$ cat config.mk
export PLATFORM = sky130hd
export DESIGN_NAME = gata_alu
export DESIGN_NICKNAME = d
export VERILOG_FILES = /design/src/rtl/gata_pkg.sv /design/src/rtl/gata_alu.sv
export SDC_FILE = /design/constraint.sdc
export NUM_CORES = 1
export LEC_CHECK = 0
export BUFFER_PORTS_ARGS = -buffer_cell sky130_fd_sc_hd__buf_2
export CAP_MARGIN = 20
export CORE_MARGIN = 1
export CORE_UTILIZATION = 45
export DETAILED_ROUTE_END_ITERATION = 12
export PLACE_DENSITY = 0.72
export SKIP_CTS_REPAIR_TIMING = 1
export SLEW_MARGIN = 5
export SYNTH_ARGS = -nofsm -noshare
export SYNTH_HDL_FRONTEND = slang
export SYNTH_SLANG_ARGS = --single-unit
$ cat constraint.sdc
create_clock -name clk_i -period 10.2 [get_ports clk_i]
set_clock_uncertainty 0.2 [all_clocks]
set_input_delay 1.53 -clock clk_i [delete_from_list [all_inputs] [get_ports clk_i]]
set_output_delay 1.53 -clock clk_i [all_outputs]
set_load 0.05 [all_outputs]
$ cat src/rtl/gata_pkg.sv
`timescale 1ns / 1ps
`default_nettype none
// -----------------------------------------------------------------------------
// gata_pkg
// Shared types and constants of the greedy agent task assignment unit.
// -----------------------------------------------------------------------------
package gata_pkg;

  // Most picks made in one assignment run.
  localparam int MAX_RESULTS = 8;
  localparam int NRES_W      = $clog2(MAX_RESULTS + 1);

  localparam int COST_W  = 40;
  localparam int ORDER_W = 16;
  localparam int DIST_W  = 16;
  localparam int TL_W    = 12;
  localparam int SQ_W    = 2 * TL_W;

  // Configuration register indexes.
  typedef enum logic [1:0] {
    REG_DIST_OFFSET = 2'd0,
    REG_AGENTS      = 2'd1,
    REG_TASKS       = 2'd2
  } reg_idx_e;

  // Operation of the shared multiplier.
  typedef enum logic [1:0] {
    ALU_HOLD,
    ALU_SQUARE,
    ALU_SCALE
  } alu_op_e;

  typedef enum logic [3:0] {
    ST_CLEAR,
    ST_IDLE,
    ST_SQUARE,
    ST_SCALE,
    ST_UPDATE,
    ST_NEXT,
    ST_SCAN,
    ST_PICK,
    ST_EMIT_MID,
    ST_EMIT_LAST
  } state_e;

  // One agent-task cell of the cost table.
  typedef struct packed {
    logic               valid;
    logic [COST_W-1:0]  cost;
    logic [ORDER_W-1:0] order;
  } cell_t;

endpackage
`default_nettype wire

$ cat src/rtl/gata_alu.sv
`timescale 1ns / 1ps
`default_nettype none
// -----------------------------------------------------------------------------
// gata_alu
// Shared multiplier with its product register, and the shared cost comparator.
// -----------------------------------------------------------------------------
module gata_alu (
  input  wire logic                         clk_i,
  input  wire gata_pkg::alu_op_e            op_i,
  input  wire logic [gata_pkg::TL_W-1:0]    time_left_i,
  input  wire logic [gata_pkg::DIST_W-1:0]  dist_term_i,
  input  wire logic [gata_pkg::COST_W-1:0]  cmp_a_i,
  input  wire logic [gata_pkg::COST_W-1:0]  cmp_b_i,
  output logic      [gata_pkg::COST_W-1:0]  prod_o,
  output logic                              lt_o
);

  logic [gata_pkg::DIST_W-1:0] mul_a;
  logic [gata_pkg::SQ_W-1:0]   mul_b;
  logic [gata_pkg::COST_W-1:0] prod_d, prod_q;

  // The square of time left is taken first, then scaled by the distance term.
  always_comb begin
    if (op_i == gata_pkg::ALU_SQUARE) begin
      mul_a = gata_pkg::DIST_W'(time_left_i);
      mul_b = gata_pkg::SQ_W'(time_left_i);
    end else begin
      mul_a = dist_term_i;
      mul_b = prod_q[gata_pkg::SQ_W-1:0];
    end
    prod_d = gata_pkg::COST_W'(mul_a) * gata_pkg::COST_W'(mul_b);
  end

  always_ff @(posedge clk_i) begin
    if (op_i != gata_pkg::ALU_HOLD) begin
      prod_q <= prod_d;
    end
  end

  assign prod_o = prod_q;
  assign lt_o   = cmp_a_i < cmp_b_i;

endmodule
`default_nettype wire

**Yosys cells after proc, flatten, opt, wreduce, memory -nomap -nowiden**

Index checks and enable logic that the tools add are counted.

- Bits in registers: 40
- Bits of input ports: 111
- Output and inout port bits: 41

- Reduce and logical (&&, ||, !) cells: 1
- Eq/ne operators: 1
- Multiplexer cells: 2
- Multipliers: 1
- Order comparisons: 1

Operators by type and width:

| operator | number |
|---|---|
| less-than comparator 40 bit | 1 |
| multiplier 16 x 24 -> 40 bit | 1 |
| two-way mux 24 bit | 1 |
| two-way mux 16 bit | 1 |
| == test 2 x 1 -> 1 bit, second input constant | 1 |
| nonzero test 2 bit | 1 |

**Depth between registers and ports, before layout**

Gate-level depths: netlist of the first run.

- Depth after elaboration: 3
- Depth in mapped cells: 27
- Depth with buffers taken out: 24

**Worst setup path before layout of the first run**

OpenSTA, ideal clock, no wires.

- Path type: in2reg
- Start point: input op_i[0]
- End point: register prod_q, in the netlist prod_o[26], data pin
- Cell stages on the path: 26
- Setup time: 0.262 ns
- Arrival time: 7.382 ns
- Buffers on the path: 3
- Required time: 9.738 ns
- Setup slack: 2.357 ns
- Cells stage by stage: nor2b_1 -> clkbuf_1 -> clkbuf_1 -> nand2_1 -> nand2_1 -> clkbuf_1 -> nand2_1 -> fa_1 -> inv_1 -> fa_1 -> inv_1 -> fa_1 -> inv_1 -> fa_1 -> inv_1 -> fa_1 -> fa_1 -> inv_1 -> ha_1 -> a21oi_1 -> clkinv_1 -> o31ai_2 -> o31ai_2 -> a31oi_1 -> o21ai_1 -> xor2_1

- Cells in the longest elaborated chain, start to end: 3
- Elaborated cells between the ends (all ways): 4

Ends and longest elaborated chain:

| what | RTL line | text |
|---|---|---|
| start: declaration | gata_alu.sv:9 | `input wire gata_pkg::alu_op_e op_i,` |
| == test 2 x 1 -> 1 bit * | gata_alu.sv:24 | `if (op_i == gata_pkg::ALU_SQUARE) begin` |
| two-way mux 16 bit / two-way mux 24 bit (equally long branches) | gata_alu.sv:24 |  |
| multiplier 16 x 24 -> 40 bit * | gata_alu.sv:31 | `prod_d = gata_pkg::COST_W'(mul_a) * gata_pkg::COST_W'(mul_b);` |
| net prod_d (one bit) | gata_alu.sv:20 | `logic [gata_pkg::COST_W-1:0] prod_d, prod_q;` |
| end signal: assignment | gata_alu.sv:36 | `prod_q <= prod_d;` |
| end: declaration | gata_alu.sv:20 |  |

Mark *: on every way through the listed nets, which the timed path passes. The rest lies on a longest branch.
A chain may end at the register's enable or synchronous reset.

**Final worst setup path of the first run**

- Start point: input op_i[1]
- End point: register prod_q, in the netlist prod_o[26], data pin

Same word-level chain as after synthesis.

==> impl_metrics.py, run 1 <==
metrics = {
    "route": {
        "drc": 0,
        "via_count": 12520,
        "firstDrtPassIters": 7,
        "wl_per_cell_microns": 20.66,
        "drtAntennaViolNets": 0,
        "routed_wl_mm": 46.52,
        "avgViaCountPerCell": 5.560,
        "initialDrtViolationCount": 1172,
    },
    "logic_synthesis": {
        "synthTopCellsByCount": "inv_1 (368), fa_1 (306), nand2_1 (296)",
        "synth_flop_cell": "edfxtp_1",
        "seq_area_frac_synth": 0.07999,
        "yosys_warnings": 0,
        "synth_fp_nets": 2281,
        "synth_cell_type_count": 67,
        "yosys.area.top_type_share": 0.4079,
        "synthesis.area_sq_um": 15020,
        "yosys-top-cells-area": "fa_1 (41%), ha_1 (13%), inv_1 (9.2%)",
        "synth.most_common_cell": "inv_1",
        "ys_ff_latch": 40,
        "synth_edf_count": 40,
        "synthCells": 1713,
        "synth.avg_cell_area_sq_um": 8.766,
        "yosys.area.top_type": "fa_1",
        "async_flop_share": 0,
    },
    "die": {
        "dieArea_sq_um": 34100,
        "fp-row-count": 66,
        "ios": 152,
        "die_width_microns": 184.7,
        "core_area_sq_um": 32700,
        "die_h_microns": 184.7,
        "start_util": 0.4592,
    },
    "global_routing": {
        "track_usage": 0.2894,
        "grt_overflow": 0,
        "grt_pass1_vias": 13410,
        "grt_first_pass_wirelength_mm": 74.03,
        "antenna_found_initial": 2,
        "grt_max_degree": 76,
    },
    "status": {
        "status": "finished clean",
    },
    "setup_path": {
        "reg2reg_depth": 20,
        "reg2reg_to": "prod_o[26]$_DFFE_PP_",
        "worstPathMaxFanout": 75,
        "r2r_slack_ns": 3.11,
        "r2r_start": "prod_o[8]$_DFFE_PP_",
        "cp.required_ns": 10.04,
        "crit_type": "in -> reg",
        "crit_path_end_kind": "flip-flop",
        "worstSetupStartpointType": "input pin",
        "critical_path_arrival_ns": 8.48,
    },
    "clock_network": {
        "cts_buffer_depth": 2,
        "root_buffer": "clkbuf_16",
        "cts_tree": "built",
        "cts.sinks": 40,
        "clk_transition_reported_paths_ns": 0.07,
        "cts_made_buffers": 5,
        "clk_latency_ns": 0.29,
        "cts_max_level": 2,
    },
    "timing": {
        "setup_tns_ns": 0,
        "period_needed_ns": 8.637,
        "hold_viol": 0,
        "setup_viol": 0,
        "slew_violations": 0,
        "period_share": 0.8468,
        "max_freq_mhz": 115.8,
        "tightest_slew_ns": 1.023,
        "grt_setup_unrepaired": "false",
        "max_slew_margin": 0.3179,
    },
    "worst_hold_path": {
        "min_path_type": "reg -> reg",
        "min_to": "prod_o[0]$_DFFE_PP_",
        "hp-start": "prod_o[0]$_DFFE_PP_",
        "hold_depth": 3,
    },
    "finish": {
        "nets": 2377,
        "largest_register_ffs": 40,
        "nFillCells": 3128,
        "drive_above_1_share": 0.1033,
        "syn2layout_area_growth_pct": 8.173,
        "insertedDiodeCount": 0,
    },
    "placed_design": {
        "gp_congestion": 0.9762,
        "dp_hpwl_mm": 38.51,
        "portBuffers": 151,
    },
    "run": {
        "maxCapViolCount": 0,
    },
}
==> area by class of cell <==
cell class | instances | area (sq um) | area share
Multi-Input combinational cell | 1237 | 12140 | 0.7476
Sequential cell | 40 | 1201 | 0.07394
Clock buffer | 5 | 125.1 | 0.007702
Inverter | 369 | 1385 | 0.08527
Timing Repair Buffer | 156 | 793.3 | 0.04883
Clock inverter | 3 | 42.54 | 0.002619
Tap cell | 442 | 553.0 | 0.03404
==> metrics by stage <==
stage	setup WS [ns]	hold slack (ns)	cells	area, sq um	util
6_report	1.563	0.9413	2252	16240	0.4967
5_1_grt	1.254	0.9380	2252	16240	0.4967
4_1_cts	1.636	0.8833	2252	16240	0.4967
3_5_place_dp	1.361	0.8686	2244	16080	0.4916
3_3_place_gp	1.416	0.8555	2244	16080	0.4916
2_1_floorplan	2.357	1.005	1713	15020	-
==> kinds of logic (layout without fill, tap and decap cells) <==
group,count (synthesis),count (layout),share of synthesized area
and+or+nand+nor,578,578,0.1803
adders and majority gates,457,457,0.5337
buffers and inverters,436,533,0.1118
AOI/OAI and AO/OA,168,168,0.07424
DFF,40,40,0.07999
xor gates and xnor gates,33,33,0.01925
muxes,1,1,0.0006666
==> routing by layer <==
| metal | GRT usage | routed length (microns) | part of all wire | vias to the layer above |
|---|---|---|---|---|
| li1 | - | - | - | 5518 |
| met1 | 0.3795 | 18580 | 0.40 | 6302 |
| met4 | 0.09785 | 1621 | 0.035 | 2 |
| met3 | 0.05572 | 4015 | 0.086 | 117 |
| met2 | 0.4788 | 22290 | 0.48 | 581 |
| met5 | 0 | 13 | 0.00028 | - |
==> critical path, cell delays in order <==
cell and delay, ns:
buf_2 0.11, nand2b_4 0.49, and2_1 0.48, a21oi_1 0.70, nor2_1 0.15, fa_1 0.54
fa_1 0.47, fa_1 0.42, inv_1 0.07, fa_1 0.40, inv_1 0.09, fa_1 0.41
fa_1 0.55, ha_1 0.42, a21oi_1 0.29, o21ai_1 0.16, a211oi_2 0.47, o31ai_2 0.16
a31oi_1 0.30, o21ai_1 0.11, xor2_1 0.15
==> cell usage in the layout, fill, tap and decap left out, drive strengths merged, types with 3 or more instances in the layout <==
master,synthesis,final
xnor2,20,20
clkbuf,59,5
o21ai,26,26
or2,3,3
or3,3,3
or4,4,4
nand2,296,296
o31ai,5,5
buf,8,156
edfxtp,40,40
o21bai,4,4
nor2,75,75
and2,30,30
a21oi,67,67
o2111ai,3,3
ha,151,151
nor3,5,5
nand2b,6,6
nor2b,9,9
and3,112,112
a31oi,5,5
fa,306,306
nand4,15,15
a21o,32,32
inv,368,368
xor2,13,13
nor4,6,6
nand3,11,11
a211oi,5,5
==> worst max-delay path by stage <==
stage	slack, ns	endpoint	cells past startpoint	start
floorplan	2.36	prod_o[26]$_DFFE_PP_	26	op_i[0]
global placement	1.42	prod_o[26]$_DFFE_PP_	23	op_i[1]
detailed placement	1.36	prod_o[26]$_DFFE_PP_	23	op_i[1]
CTS	1.64	prod_o[26]$_DFFE_PP_	23	op_i[1]
global route	1.25	prod_o[26]$_DFFE_PP_	23	op_i[1]
finish	1.56	prod_o[26]$_DFFE_PP_	21	op_i[1]
Power of run 1 is not shown: default switching activity piles up to over one toggle a cycle in this logic, so the estimate is an artifact.
==> inputs of run 2 (changes only) <==
- clock period: 10.2 -> 8.98 ns (I/O delays scaled with it)
==> run 2 against run 1 <==
Effect of this change:
- first-iteration DRC count down 16%
- sequential share of layout area about the same
- clock-buffer cell count up 2
- sequential cell count unchanged
- register-to-register slack worse by 1.5 ns
==> impl_metrics.py, run 2 (same netlist as run 1, synthesis figures left out) <==
metrics = {
    "finish": {
        "mostFrequentLayoutCells": "inv_1 (368), fa_1 (306), nand2_1 (296), ha_1 (151), buf_2 (151)",
        "largest_register_ffs": 40,
        "nets": 2385,
        "syn2layout_area_growth_pct": 8.498,
        "drive_above_1_share": 0.1062,
        "nFillCells": 3131,
        "final_common_cell": "inv_1",
    },
    "setup_path": {
        "path_buf_inv": 3,
        "critical_path.most_common_cell": "fa_1",
        "worstSetupStartpointType": "input pin",
        "slowest_stage": "fa_1",
        "reg2reg_depth": 21,
        "cp.required_ns": 8.81,
        "cp_num_cells": 21,
        "r2r_start": "prod_o[13]$_DFFE_PP_",
        "r2r_slack_ns": 1.66,
        "path_cells": "buf_2 -> nor2b_1 -> buf_4 -> nand2_1 -> nand2_1 -> nand2_1 -> fa_1 -> fa_1 -> fa_1 -> fa_1 -> inv_1 -> fa_1 -> fa_1 -> ha_1 -> a21oi_1 -> o21ai_1 -> a211oi_2 -> o31ai_2 -> a31oi_1 -> o21ai_1 -> xor2_1",
        "crit_type": "in -> reg",
        "crit_path_end_kind": "flip-flop",
        "worstPathMaxFanout": 14,
        "crit_path_max_incr_delay_ns": 0.65,
        "cp_top_family": "adder cells",
        "crit_start": "op_i[0]",
        "reg2reg_to": "prod_o[26]$_DFFE_PP_",
        "critical_path_arrival_ns": 8.21,
    },
    "route": {
        "drtAntennaViolNets": 0,
        "firstDrtPassIters": 5,
        "drc": 0,
        "avgViaCountPerCell": 5.528,
        "routed_wl_mm": 45.67,
        "wl_per_cell_microns": 20.20,
        "via_count": 12500,
        "initialDrtViolationCount": 981,
    },
    "timing": {
        "setup_tns_ns": 0,
        "tightest_slew_ns": 1.015,
        "max_freq_mhz": 119.3,
        "grt_setup_unrepaired": "false",
        "hold_viol": 0,
        "slew_violations": 0,
        "period_share": 0.9334,
        "period_needed_ns": 8.382,
        "max_slew_margin": 0.3233,
        "setup_viol": 0,
    },
    "clock_network": {
        "cts_max_level": 2,
        "clk_latency_ns": 0.29,
        "clk_transition_reported_paths_ns": 0.06,
        "cts_tree": "built",
        "cts_made_buffers": 5,
        "root_buffer": "clkbuf_16",
        "cts.sinks": 40,
        "cts_buffer_depth": 2,
    },
    "die": {
        "core_area_sq_um": 32700,
        "dieArea_sq_um": 34100,
        "fp-row-count": 66,
        "ios": 152,
        "die_h_microns": 184.7,
        "die_width_microns": 184.7,
        "start_util": 0.4592,
    },
    "global_routing": {
        "grt_max_degree": 67,
        "track_usage": 0.2858,
        "grt_overflow": 0,
        "grt_pass1_vias": 13760,
        "antenna_found_initial": 1,
        "grt_first_pass_wirelength_mm": 74.49,
    },
    "placed_design": {
        "gp_congestion": 1.012,
        "portBuffers": 151,
        "dp_hpwl_mm": 37.87,
    },
    "status": {
        "status": "finished clean",
    },
    "worst_hold_path": {
        "hold_depth": 3,
        "min_path_type": "reg -> reg",
        "min_to": "prod_o[0]$_DFFE_PP_",
        "hp-start": "prod_o[0]$_DFFE_PP_",
    },
    "run": {
        "maxCapViolCount": 0,
    },
}
run 2: stage by stage:
step	cell area, sq um	worst slack, ns	util	cells	hold slack, ns
2_1_floorplan	15020	1.320	-	1713	1.005
6_report	16290	0.5980	0.4982	2261	1.013
4_1_cts	16290	0.7904	0.4982	2260	0.9714
3_5_place_dp	16150	0.5144	0.4938	2252	0.9551
5_1_grt	16290	0.3628	0.4982	2261	1.027
3_3_place_gp	16150	0.5326	0.4938	2252	0.9696
run 2: layout make-up:
| cell class | instances | area (sq um) | area share |
|---|---|---|---|
| clock inverter | 1 | 8.758 | 0.0005376 |
| sequential | 40 | 1201 | 0.07372 |
| timing repair buffer | 164 | 865.8 | 0.05314 |
| multi-input combinational | 1237 | 12140 | 0.7454 |
| clock buffer | 7 | 132.6 | 0.008140 |
| antenna | 1 | 2.502 | 0.0001536 |
| tap | 442 | 553.0 | 0.03394 |
| inverter | 369 | 1385 | 0.08501 |
run 2: worst max path at each step:
stage | to | slack (ns)
2_1_floorplan | prod_o[26]$_DFFE_PP_ | 1.32
3_3_place_gp | prod_o[26]$_DFFE_PP_ | 0.53
3_5_place_dp | prod_o[26]$_DFFE_PP_ | 0.51
4_1_cts | prod_o[26]$_DFFE_PP_ | 0.79
5_1_grt | prod_o[26]$_DFFE_PP_ | 0.36
6_report | prod_o[26]$_DFFE_PP_ | 0.60
run 2: worst register-to-register path, stage by stage (launching register included):
cell      delay (ns)
edfxtp_1        0.79
and2_1          0.49
nand2_1         0.14
fa_1            0.55
inv_1           0.06
fa_1            0.54
inv_1           0.05
fa_1            0.49
inv_1           0.06
fa_1            0.43
inv_1           0.09
fa_1            0.44
fa_1            0.49
inv_1           0.05
ha_1            0.37
a21oi_1         0.24
clkinv_1        0.16
o31ai_2         0.54
o31ai_2         0.22
a31oi_1         0.37
o21ai_1         0.12
xor2_1          0.15
run 2: layer usage:
metal	routed length, microns	vias to the layer above	GRT usage
li1	-	5540	-
met1	17840	6228	0.3607
met2	22020	597	0.4845
met3	3819	133	0.05572
met4	1992	0	0.1068
met5	0	-	0
Power of run 2 is left out for the same reason.
==> inputs of run 3 (changes only) <==
- PLACE_DENSITY: 0.72 -> 0.74
- clock period: 8.98 -> 7.6 ns (I/O delays scaled with it)
==> run 3 against run 2 <==
Effect of this change:
- via count up 5.6%
- final cell count up 8.2%
- sequential share of layout area down 0.62 points
- worst hold slack better by 0.0039 ns
- core utilization up 4.5 points
- die area unchanged
- first-iteration DRC count up 19%
- final area up 9.1%
- critical path depth up 3
- worst setup slack worse by 0.35 ns
- non-clock buffer count up 186
- critical endpoint is now prod_o[39]$_DFFE_PP_
- largest cell class unchanged
- highest routed layer unchanged
==> impl_metrics.py, run 3 (same netlist as run 1, synthesis figures left out) <==
metrics = {
    "clock_network": {
        "cts.sinks": 40,
        "cts_made_buffers": 5,
        "cts_tree": "built",
        "clk_latency_ns": 0.29,
        "cts_max_level": 2,
        "cts_buffer_depth": 2,
        "clk_transition_reported_paths_ns": 0.06,
        "root_buffer": "clkbuf_16",
    },
    "finish": {
        "insertedDiodeCount": 0,
        "final_common_cell": "inv_1",
        "largest_register_ffs": 40,
        "nFillCells": 3009,
        "mostFrequentLayoutCells": "inv_1 (368), fa_1 (306), nand2_1 (296), buf_4 (194)",
        "drive_above_1_share": 0.1921,
        "syn2layout_area_growth_pct": 18.38,
        "nets": 2571,
    },
    "die": {
        "start_util": 0.4592,
        "core_area_sq_um": 32700,
        "die_h_microns": 184.7,
        "dieArea_sq_um": 34100,
        "ios": 152,
        "die_width_microns": 184.7,
        "fp-row-count": 66,
    },
    "route": {
        "wl_met3_mm": 4.562,
        "wl_met1_mm": 19.30,
        "initialDrtViolationCount": 1171,
        "drtAntennaViolNets": 0,
        "firstDrtPassIters": 5,
        "drc": 0,
        "via_count": 13200,
        "avgViaCountPerCell": 5.395,
        "top_layer": "met4",
        "wl_per_cell_microns": 19.75,
        "dr_wl_met2_mm": 22.51,
        "routed_wl_mm": 48.32,
    },
    "global_routing": {
        "grt_pass1_vias": 14230,
        "grt_overflow": 0,
        "grt_first_pass_wirelength_mm": 76.80,
        "antenna_found_initial": 0,
        "track_usage": 0.2991,
        "grt_max_degree": 41,
    },
    "setup_path": {
        "crit_path_max_incr_delay_ns": 0.57,
        "critical_path.most_common_cell": "fa_1",
        "path_cells": "buf_2 -> nand2b_4 -> buf_12 -> and2_1 -> buf_4 -> nand2_1 -> fa_1 -> inv_1 -> fa_1 -> fa_1 -> fa_1 -> fa_1 -> inv_1 -> fa_1 -> inv_1 -> ha_1 -> buf_4 -> nand2_1 -> o21bai_4 -> a31oi_1 -> o21ai_1 -> or4_4 -> o221ai_2 -> xnor2_1",
        "path_buf_inv": 7,
        "worstPathMaxFanout": 19,
        "critical_path_arrival_ns": 7.18,
        "crit_type": "in -> reg",
        "cp.required_ns": 7.43,
        "crit_path_end_kind": "flip-flop",
        "worstSetupStartpointType": "input pin",
        "cp_top_family": "adder cells",
        "slowest_stage": "fa_1",
    },
    "timing": {
        "slew_violations": 0,
        "max_slew_margin": 0.3026,
        "period_share": 0.9670,
        "tightest_slew_ns": 1.046,
        "grt_setup_unrepaired": "true",
        "max_freq_mhz": 136.1,
        "period_needed_ns": 7.349,
        "whs_ns": 1.017,
        "setup_viol": 0,
        "hold_viol": 0,
    },
    "worst_hold_path": {
        "min_path_type": "reg -> reg",
    },
    "placed_design": {
        "gp_congestion": 1.063,
        "portBuffers": 151,
        "dp_hpwl_mm": 41.53,
    },
    "run": {
        "maxCapViolCount": 0,
    },
    "status": {
        "status": "finished clean",
    },
}
[run 3: changes by cell type in the layout (fill, tap and decap cells not counted), sizes merged]
| cell | change |
|---|---|
| clkbuf | -1 |
| diode | -1 |
| buf | +186 |
| clkinvlp | +1 |
[run 3: per-stage QoR]
step	cell area [sq um]	std cells	worst slack [ns]	setup TNS, ns	utilization
floorplan	15020	1713	0.1466	0	-
global placement	17560	2435	0.01502	0	0.5370
detailed placement	17560	2435	-0.09760	-0.3147	0.5370
CTS	17700	2443	0.2075	0	0.5413
global route	17780	2446	-0.01491	-0.01491	0.5436
finish	17780	2446	0.2510	0	0.5436
[run 3: cell type report]
| class | count | area (sq um) | area share |
|---|---|---|---|
| Sequential cell | 40 | 1201 | 0.06757 |
| Timing Repair Buffer | 350 | 2303 | 0.1296 |
| Clock buffer | 6 | 128.9 | 0.007249 |
| Inverter | 369 | 1385 | 0.07791 |
| Clock inverter | 2 | 11.26 | 0.0006334 |
| Tap cell | 442 | 553.0 | 0.03111 |
| Multi-Input combinational cell | 1237 | 12190 | 0.6860 |
[run 3: worst register-to-register path: stages (launching register included)]
cell	delay (ns)
edfxtp_1	0.91
and2_1	0.35
nand2_1	0.10
fa_1	0.48
fa_1	0.49
fa_1	0.55
inv_1	0.06
fa_1	0.52
fa_1	0.50
inv_1	0.05
fa_1	0.49
inv_1	0.05
ha_1	0.31
nand2_1	0.09
buf_4	0.14
o21ai_0	0.29
a22oi_1	0.15
buf_4	0.16
a211oi_2	0.29
o221ai_2	0.14
xnor2_1	0.16
[run 3: final timing paths]
path,start,slack (ns),endpoint,depth (start not counted)
min,prod_o[0]$_DFFE_PP_,1.02,prod_o[0]$_DFFE_PP_,3
max reg2reg,prod_o[14]$_DFFE_PP_,0.89,prod_o[39]$_DFFE_PP_,20
min reg2reg,prod_o[0]$_DFFE_PP_,1.02,prod_o[0]$_DFFE_PP_,3
max,op_i[1],0.25,prod_o[39]$_DFFE_PP_,24
[run 3: layer usage]
| metal | track usage | vias to the layer above |
|---|---|---|
| met3 | 0.07350 | 130 |
| met5 | 0 | - |
| met2 | 0.4851 | 615 |
| met1 | 0.3888 | 6547 |
| li1 | - | 5903 |
| met4 | 0.1048 | 0 |
Power of run 3 is left out for the same reason.
